File: config.mk
export PLATFORM = sky130hd
export DESIGN_NAME = vertex_stride_calculator
export DESIGN_NICKNAME = d
export VERILOG_FILES = /design/src/hw/rtl/vtxs_pkg.sv /design/src/hw/rtl/vtxs_sizer.sv /design/src/hw/rtl/vertex_stride_calculator.sv
export SDC_FILE = /design/constraint.sdc
export NUM_CORES = 1
export LEC_CHECK = 0
export BUFFER_PORTS_ARGS = -buffer_cell sky130_fd_sc_hd__buf_4
export CAP_MARGIN = 5
export CORE_UTILIZATION = 35
export DETAILED_ROUTE_END_ITERATION = 10
export HOLD_SLACK_MARGIN = 0.12
export SLEW_MARGIN = 10
export SYNTH_ARGS = -nofsm -noshare
export SYNTH_HDL_FRONTEND = slang
export SYNTH_SLANG_ARGS = --single-unit
File: constraint.sdc
create_clock -name i_clk -period 8.2 [get_ports i_clk]
set_input_delay 0.41 -clock i_clk [delete_from_list [all_inputs] [get_ports i_clk]]
set_output_delay 0.41 -clock i_clk [all_outputs]
set_load 0.02 [all_outputs]
File: src/hw/rtl/vtxs_pkg.sv
// Package for the vertex stride calculator: payload structs, attribute type codes
// and the component and colour size tables. No dependencies.

package vtxs_pkg;

    localparam int unsigned MAX_VERTEX_BYTES = 129;
    localparam int unsigned NUM_TEXCOORDS    = 8;
    localparam int unsigned NUM_MTX_FLAGS    = 9;

    typedef enum logic [1:0] {
        ATTR_NONE    = 2'd0,
        ATTR_DIRECT  = 2'd1,
        ATTR_INDEX8  = 2'd2,
        ATTR_INDEX16 = 2'd3
    } t_attr_type;

    typedef struct packed {
        logic [2:0]  vertex_format;
        logic [16:0] vcd_low;
        logic [15:0] vcd_high;
        logic [31:0] vat_word_a;
        logic [31:0] vat_word_b;
        logic [31:0] vat_word_c;
    } t_query;

    typedef struct packed {
        logic [2:0] format_tag;
        logic [7:0] vertex_bytes;
    } t_result;

    // bytes per component, by format code
    function automatic logic [2:0] comp_size(input logic [2:0] fmt);
        logic [2:0] sz;
        case (fmt)
            3'd0, 3'd1: sz = 3'd1;
            3'd2, 3'd3: sz = 3'd2;
            default:    sz = 3'd4;
        endcase
        return sz;
    endfunction

    // bytes per colour, by format code
    function automatic logic [2:0] color_size(input logic [2:0] fmt);
        logic [2:0] sz;
        case (fmt)
            3'd0, 3'd3: sz = 3'd2;
            3'd1, 3'd4: sz = 3'd3;
            default:    sz = 3'd4;
        endcase
        return sz;
    endfunction

    // stream bytes for one attribute, given its direct size
    function automatic logic [5:0] attr_bytes(input t_attr_type typ, input logic [5:0] direct);
        logic [5:0] sz;
        case (typ)
            ATTR_DIRECT:  sz = direct;
            ATTR_INDEX8:  sz = 6'd1;
            ATTR_INDEX16: sz = 6'd2;
            default:      sz = 6'd0;
        endcase
        return sz;
    endfunction

endpackage

File: src/hw/rtl/vtxs_sizer.sv
// Combinational vertex size logic: field extraction and adder tree for one query.
// Depends on vtxs_pkg.

module vtxs_sizer (
    input  vtxs_pkg::t_query  i_query,
    output vtxs_pkg::t_result o_result
);
    import vtxs_pkg::*;

    logic [2:0] tc_fmt [NUM_TEXCOORDS];
    logic       tc_cnt [NUM_TEXCOORDS];
    logic [5:0] tc_bytes [NUM_TEXCOORDS];
    logic [5:0] pos_bytes;
    logic [5:0] nrm_bytes;
    logic [5:0] col0_bytes;
    logic [5:0] col1_bytes;
    logic [3:0] mtx_bytes;
    logic [7:0] tc_sum;
    logic [2:0] pos_comp;
    logic [2:0] nrm_comp;
    logic       nrm_three;

    assign tc_cnt[0] = i_query.vat_word_a[21];
    assign tc_fmt[0] = i_query.vat_word_a[24:22];
    assign tc_cnt[1] = i_query.vat_word_b[0];
    assign tc_fmt[1] = i_query.vat_word_b[3:1];
    assign tc_cnt[2] = i_query.vat_word_b[9];
    assign tc_fmt[2] = i_query.vat_word_b[12:10];
    assign tc_cnt[3] = i_query.vat_word_b[18];
    assign tc_fmt[3] = i_query.vat_word_b[21:19];
    assign tc_cnt[4] = i_query.vat_word_b[27];
    assign tc_fmt[4] = i_query.vat_word_b[30:28];
    assign tc_cnt[5] = i_query.vat_word_c[5];
    assign tc_fmt[5] = i_query.vat_word_c[8:6];
    assign tc_cnt[6] = i_query.vat_word_c[14];
    assign tc_fmt[6] = i_query.vat_word_c[17:15];
    assign tc_cnt[7] = i_query.vat_word_c[23];
    assign tc_fmt[7] = i_query.vat_word_c[26:24];

    always_comb begin
        for (int i = 0; i < NUM_TEXCOORDS; i++) begin
            tc_bytes[i] = attr_bytes(t_attr_type'(i_query.vcd_high[2*i +: 2]),
                                     6'(comp_size(tc_fmt[i])) << tc_cnt[i]);
        end
    end

    always_comb begin
        mtx_bytes = '0;
        for (int i = 0; i < NUM_MTX_FLAGS; i++) begin
            mtx_bytes = mtx_bytes + 4'(i_query.vcd_low[i]);
        end
    end

    assign pos_comp = comp_size(i_query.vat_word_a[3:1]);
    assign pos_bytes = attr_bytes(t_attr_type'(i_query.vcd_low[10:9]),
                                  i_query.vat_word_a[0] ? 6'(pos_comp) * 6'd3
                                                        : 6'(pos_comp) * 6'd2);

    // three-index normals need both the count bit and the option bit
    assign nrm_comp  = comp_size(i_query.vat_word_a[12:10]);
    assign nrm_three = i_query.vat_word_a[9] & i_query.vat_word_a[31];

    always_comb begin
        case (t_attr_type'(i_query.vcd_low[12:11]))
            ATTR_DIRECT:  nrm_bytes = i_query.vat_word_a[9] ? 6'(nrm_comp) * 6'd9
                                                           : 6'(nrm_comp) * 6'd3;
            ATTR_INDEX8:  nrm_bytes = nrm_three ? 6'd3 : 6'd1;
            ATTR_INDEX16: nrm_bytes = nrm_three ? 6'd6 : 6'd2;
            default:      nrm_bytes = 6'd0;
        endcase
    end

    assign col0_bytes = attr_bytes(t_attr_type'(i_query.vcd_low[14:13]),
                                   6'(color_size(i_query.vat_word_a[16:14])));
    assign col1_bytes = attr_bytes(t_attr_type'(i_query.vcd_low[16:15]),
                                   6'(color_size(i_query.vat_word_a[20:18])));

    assign tc_sum = ((8'(tc_bytes[0]) + 8'(tc_bytes[1])) + (8'(tc_bytes[2]) + 8'(tc_bytes[3])))
                  + ((8'(tc_bytes[4]) + 8'(tc_bytes[5])) + (8'(tc_bytes[6]) + 8'(tc_bytes[7])));

    assign o_result.format_tag   = i_query.vertex_format;
    assign o_result.vertex_bytes = ((8'(mtx_bytes) + 8'(pos_bytes)) + (8'(nrm_bytes)
                                   + 8'(col0_bytes))) + (8'(col1_bytes) + tc_sum);

endmodule

File: src/hw/rtl/vertex_stride_calculator.sv
// Top level of the vertex stride calculator: query register, sizer, result register.
// Depends on vtxs_pkg and vtxs_sizer.
//
//  channel   direction  valid        stall        payload
//  query     in         i_in_valid   o_in_stall   i_query  (t_query)
//  result    out        o_out_valid  i_out_stall  o_result (t_result)
//
// One query per cycle while o_in_stall is low; a result leaves through the query
// register, then the result register after the sizer logic.
// Reset clears both stage valid flags; payload registers are not reset.
// A stalled result holds in the result register while one more query may
// still enter the query register; input stalls only when both are full.

module vertex_stride_calculator (
    input  logic              i_clk,
    input  logic              i_rst_n,
    input  logic              i_in_valid,
    output logic              o_in_stall,
    input  vtxs_pkg::t_query  i_query,
    output logic              o_out_valid,
    input  logic              i_out_stall,
    output vtxs_pkg::t_result o_result
);
    import vtxs_pkg::*;

    logic    r_in_valid;
    logic    n_in_valid;
    t_query  r_query;
    logic    r_out_valid;
    logic    n_out_valid;
    t_result r_result;
    t_result sizer_result;
    logic    out_advance;
    logic    in_advance;
    logic    in_xfer;

    assign out_advance = !r_out_valid || !i_out_stall;
    assign in_advance  = !r_in_valid || out_advance;
    assign o_in_stall  = !in_advance;
    assign in_xfer     = i_in_valid && in_advance;

    assign n_in_valid  = in_advance ? i_in_valid : r_in_valid;
    assign n_out_valid = out_advance ? r_in_valid : r_out_valid;

    vtxs_sizer u_sizer (
        .i_query  (r_query),
        .o_result (sizer_result)
    );

    always_ff @(posedge i_clk) begin
        if (!i_rst_n) begin
            r_in_valid  <= 1'b0;
            r_out_valid <= 1'b0;
        end else begin
            r_in_valid  <= n_in_valid;
            r_out_valid <= n_out_valid;
        end
    end

    always_ff @(posedge i_clk) begin
        if (in_xfer) begin
            r_query <= i_query;
        end
        if (out_advance && r_in_valid) begin
            r_result <= sizer_result;
        end
    end

    assign o_out_valid = r_out_valid;
    assign o_result    = r_result;

    a_in_captured: assert property (@(posedge i_clk) disable iff (!i_rst_n)
        in_xfer |=> r_in_valid)
        else $error("accepted query not held in query register");

    a_tag_follows: assert property (@(posedge i_clk) disable iff (!i_rst_n)
        (r_in_valid && out_advance) |=>
            (o_out_valid && o_result.format_tag == $past(r_query.vertex_format)))
        else $error("result does not follow its query");

    a_bytes_range: assert property (@(posedge i_clk) disable iff (!i_rst_n)
        o_out_valid |-> (o_result.vertex_bytes <= 8'(MAX_VERTEX_BYTES)))
        else $error("vertex size out of range");

    a_stall_full: assert property (@(posedge i_clk) disable iff (!i_rst_n)
        o_in_stall |-> (r_in_valid && r_out_valid && i_out_stall))
        else $error("query stalled with free stage");

endmodule
Word-level counts from Yosys, hierarchy flattened
Index checks and enable logic that the tools add are counted.
Widths: inputs -> output; s select.
- memories: 0
- bits in registers: 139
- memory bits (writable): 0
- bits of input ports: 136
- latch bits: 0
- output and inout bits: 13
- ROM bits: 0
- word-level logic and storage cells: 186
- divide/modulo/power cells: 0
- add/sub/neg operators: 20
- shifts and indexed selects: 8
- multiplexer cells: 28
- multipliers: 3
- reductions and logical operators: 44
- bitwise operators: 1
- eq/ne operators: 72
- magnitude comparators: 0
- operator list (operator ; count):
    $pmux 6 s3 ; 10
    $pmux 3 s2 ; 12
    $eq 3x2->1 const B ; 22
    $eq 2x2->1 const B ; 24
    $reduce_or 2->1 ; 24
    $shl 3x1->6 ; 8
    $add 8x8->8 ; 5
    $eq 3x1->1 const B ; 12
    $logic_not 3->1 ; 12
    $add 4x1->4 ; 7
    $add 6x6->7 ; 4
    $eq 2x1->1 const B ; 12
    $pmux 3 s3 ; 2
    $mul 3x2->5 const B ; 2
    $add 3x8->8 ; 1
    $add 4x6->7 ; 1
    $add 6x3->7 ; 1
    $eq 3x3->1 const B ; 2
    $mul 3x4->6 const B ; 1
    $mux 6 ; 1
    $mux 5 ; 1
    $logic_not 1->1 ; 4
    $mux 3 ; 1
    $add 1x1->2 ; 1
    4 further kinds ; 6

Longest topological paths before layout
- word-level depth: 11
- mapped depth: 24
- depth with buffers taken out: 24

Hierarchy
Synthesis repeated with hierarchy kept, for this count alone.
- cell total of the unflattened synthesis: 421
- area total of the unflattened synthesis: 6631.4 um^2
- by module, submodules not included (module ; instances ; cells each ; area each (um^2) ; seq. area each (um^2)):
    vertex_stride_calculator ; 1 ; 151 ; 4377.9 ; 4334.2
    vtxs_sizer ; 1 ; 270 ; 2253.4 ; 0.0

Worst setup path before layout
Ideal clock, no wire load.
- path type: flip-flop to flip-flop
- start: reg r_query[112] in the netlist's numbering
- end: reg r_result (netlist bit o_result[7]), data pin
- cell stages (with the launch flop): 24
- period minus slack after synthesis: 6.925 ns
- setup slack: 1.275 ns
- arrival time: 6.665 ns
- cell sequence: edfxtp_1 -> ha_1 -> inv_1 -> fa_1 -> fa_1 -> fa_1 -> inv_1 -> ha_1 -> fa_1 -> fa_1 -> xor2_1 -> fa_1 -> inv_1 -> fa_1 -> inv_1 -> fa_1 -> inv_1 -> fa_1 -> inv_1 -> fa_1 -> a211oi_1 -> o21bai_1 -> a21oi_1 -> xnor2_1
- RTL lines (element ; line ; text):
    start: declaration ; vertex_stride_calculator.sv:28 ; t_query r_query;
    start signal: assignment ; vertex_stride_calculator.sv:62 ; r_query <= i_query;
    end signal: assignment ; vertex_stride_calculator.sv:65 ; r_result <= sizer_result;
    end: declaration ; vertex_stride_calculator.sv:31 ; t_result r_result;

==> key figures <==
Power and ir drop
  • Sw Pwr: 0.712 mW
  • Cell internal pwr: roughly 1.3 mW
  • Clk pwr share: approximately a fifth
  • Pleak: 2.93 nW
  • Comb power frac: between 40% and 50%
  • Switch share: 35.3%
  • Power density cells: 306 nW/um^2
  • Peak VDD IR: 0.173 mV
  • Seq pwr share: 30.2%

Global route
  • Initial antenna violation count: 0
  • First-pass GRT wire length: 15.5 mm
  • Total track usage: about an eighth
  • Largest net degree at the start of global routing: 74
  • Vias in the first global route: about 3500
  • Grt ovf: 0

Synth
  • Post-synth EDFFs: 84
  • Top-count cell post-synth: edfxtp_1
  • Syn Inst Count: 433
  • Yosys cell types: 34
  • Syn. warnings: 0
  • Sequential share of the synthesized area: 47.8%
  • Syn Area/Cell: 12.4 um^2
  • Leading area contributor after synthesis: edfxtp_1
  • Most frequently used flop master after synthesis: edfxtp_1
  • Synth top area cells: edfxtp_1, fa_1, ha_1, inv_1, xnor2_1
  • Mapped cell area: 5360 um^2
  • Synthesized net count: between 600 and 700
  • Asr flop ratio synth: 0%
  • Yosys reg bits: 86
  • Top cell type's share of synthesized area: 47.1%
  • Synth top cells by count: edfxtp_1, inv_1, ha_1, fa_1, a21oi_1

Routing
  • Post-route ant nets: 0
  • Routed wire per std cell: 12.4 um
  • DRC: 0
  • Final WL: between 8 and 9 mm
  • DR vias/cell: 4.66
  • DRT Pass-1 Iters: 4
  • DR vias: 3368
  • Starting DRT DRC Count: 110

STA
  • Setup WS post-layout: between 1 and 1.5 ns
  • Worst-Margin Slew: 0.972 ns
  • Final count of pins violating max slew: 0
  • Final period util: between 80% and 90%
  • Min cycle time layout: between 7 and 8 ns
  • RSZ-0062 raised after global routing: false
  • Final setup TNS: 0 ns
  • Slew HR: 35.2%
  • Final Skew: approximately 0.0047 ns
  • Final setup fails: 0
  • Fmax: 139 MHz
  • Hold Fails Final Rpt: 0

Worst setup path
  • WP data required: around 8.3 ns
  • R2R Setup Slk: approximately 1 ns
  • Reg-to-Reg Start: r_query[112]$_DFFE_PP_
  • Critical path class: reg2reg
  • Arr. time, crit path: 7.28 ns
  • Worst reg2reg path depth: 23
  • Crit-path max FO: 3
  • Crit path capture type: flip-flop
  • Critical Path Start Type: flip-flop
  • Reg2reg end: o_result[7]$_DFFE_PP_

Clock tree
  • Gates resized, CTS repair: 0
  • Max Buffers Root-to-Sink: 2
  • CTS Hold Bufs: 0
  • Worst skew pair latency: 0.34 ns
  • H-Tree Depth: 3
  • Clk root buf: clkbuf_16
  • TritonCTS clock tree: built
  • Post CTS Setup Buffer Count: 0
  • Clock Pin Slew Worst Setup and Hold Paths: ~0.060 ns
  • Num CTS Buffers: 9
  • CTS Sinks: 86

Job
  • Max_cap viols: 0

Worst hold path
  • Hold/Removal Path Class: in2reg
  • Hold path depth: 1
  • Hold EP: r_query[76]$_DFFE_PP_
  • Hold Path Origin: i_query[76]

Placed design
  • Setup WS pre-CTS: 1.01 ns
  • DP HPWL: about 7.3 mm
  • IO buf count: between 80 and 90
  • GP Congestion: between 0.7 and 0.8

Floorplanning
  • Die Height: 126 um
  • Starting Density: 36.3%
  • Die width: about 130 um
  • Core area: about 15000 um^2
  • IO Pins: between 100 and 150
  • Row count: between 40 and 50
  • Die area: approximately 16000 um^2

Cells and area
  • Syn-to-layout area delta: 23.0%
  • N_diodes: 0
  • Net count reported at finish: 751
  • Share of cells above drive strength 1: between 20% and 30%

Status
  • Status: finished, final reports clean
-- metrics by stage --
step / util (%) / cell area (um^2) / instances / total power [mW] / hold slack [ns]
final: 44.7 / 6590 / 723 / 2.02 / 0.240
after global routing: 44.7 / 6590 / 723 / 2.24 / 0.220
after CTS: 44.7 / 6590 / 723 / 2.05 / 0.221
after detailed placement: 42.5 / 6280 / 707 / 1.61 / 0.405
after global placement: 42.5 / 6280 / 707 / 1.60 / 0.405
after floorplan: - / 5360 / 433 / 1.39 / 0.400
-- metal layers --
| metal | track usage, % | share of wire [%] | vias up |
|---|---|---|---|
| li1 | - | - | 1699 |
| met1 | 15.3 | 46 | 1591 |
| met4 | 5.32 | 1.9 | 0 |
| met5 | 0 | 0 | - |
| met2 | 20.9 | 47 | 68 |
| met3 | 3.44 | 4.3 | 10 |
-- power groups by stage --
stage                     Clock (mW)  Combinational, mW  Sequential [mW]
after floorplan                    0              0.752            0.639
after global placement             0              0.981            0.617
after detailed placement           0              0.992            0.619
after CTS                      0.439               1.00            0.610
after global routing           0.453               1.17            0.615
final                          0.424              0.985            0.610
-- cell type report --
class	count	area, um^2
inverters	61	229
clock inverters	7	88.8
multi-input cells	285	2570
well taps	184	230
clock buffers	9	225
repair buffers	91	683
flip-flops and latches	86	2560
fillers	1363	8160
-- worst max-delay path, stage by stage, from the launching register on --
cell and delay (ns):
edfxtp_1 0.36, ha_1 0.28, inv_1 0.04, fa_1 0.49, fa_1 0.43, fa_1 0.50, inv_1 0.04, ha_1 0.20
fa_1 0.49, fa_1 0.47, xor2_1 0.17, fa_1 0.51, inv_1 0.06, fa_1 0.53, inv_1 0.05, fa_1 0.52
inv_1 0.05, fa_1 0.53, inv_1 0.07, fa_1 0.48, a211oi_1 0.28, o21bai_1 0.11, a21oi_1 0.18, xnor2_1 0.10
-- how the worst max path moves through the flow --
| stage | startpoint | end | slack (ns) | depth (start not counted) |
|---|---|---|---|---|
| final | r_query[112]$_DFFE_PP_ | o_result[7]$_DFFE_PP_ | 1.01 | 23 |
| after global routing | r_query[112]$_DFFE_PP_ | o_result[7]$_DFFE_PP_ | 0.72 | 23 |
| after CTS | r_query[112]$_DFFE_PP_ | o_result[7]$_DFFE_PP_ | 0.99 | 23 |
| after detailed placement | r_query[112]$_DFFE_PP_ | o_result[7]$_DFFE_PP_ | 1.01 | 23 |
| after global placement | r_query[112]$_DFFE_PP_ | o_result[7]$_DFFE_PP_ | 1.01 | 23 |
| after floorplan | r_query[112]$_DFFE_PP_ | o_result[7]$_DFFE_PP_ | 1.28 | 23 |
-- logic make-up after synthesis --
logic type      synth area share, %
mux                           0.794
other cells                  0.0700
compound gates                 9.52
flops                          47.8
simple gates                   9.03
buf+inv                        4.34
fa+ha+maj                      23.5
xor+xnor                       4.90
-- state kept, by name, summed over array words and instances, names as in the netlist --
register,count
o_out_valid,1
r_query,73
r_in_valid,1
o_result,11
-- cells in the final DEF, fill, tap and decap left out, types with 11 or more instances in the layout --
cell | Yosys | final
buf_4 | 0 | 91
edfxtp_1 | 84 | 84
nand2b_1 | 29 | 29
a21o_1 | 11 | 11
nor2_1 | 20 | 20
a21oi_1 | 30 | 30
nand2_1 | 13 | 13
ha_1 | 48 | 48
fa_1 | 33 | 33
inv_1 | 61 | 61
xnor2_1 | 21 | 21
Note: power is estimated with default switching activity, not from simulation.
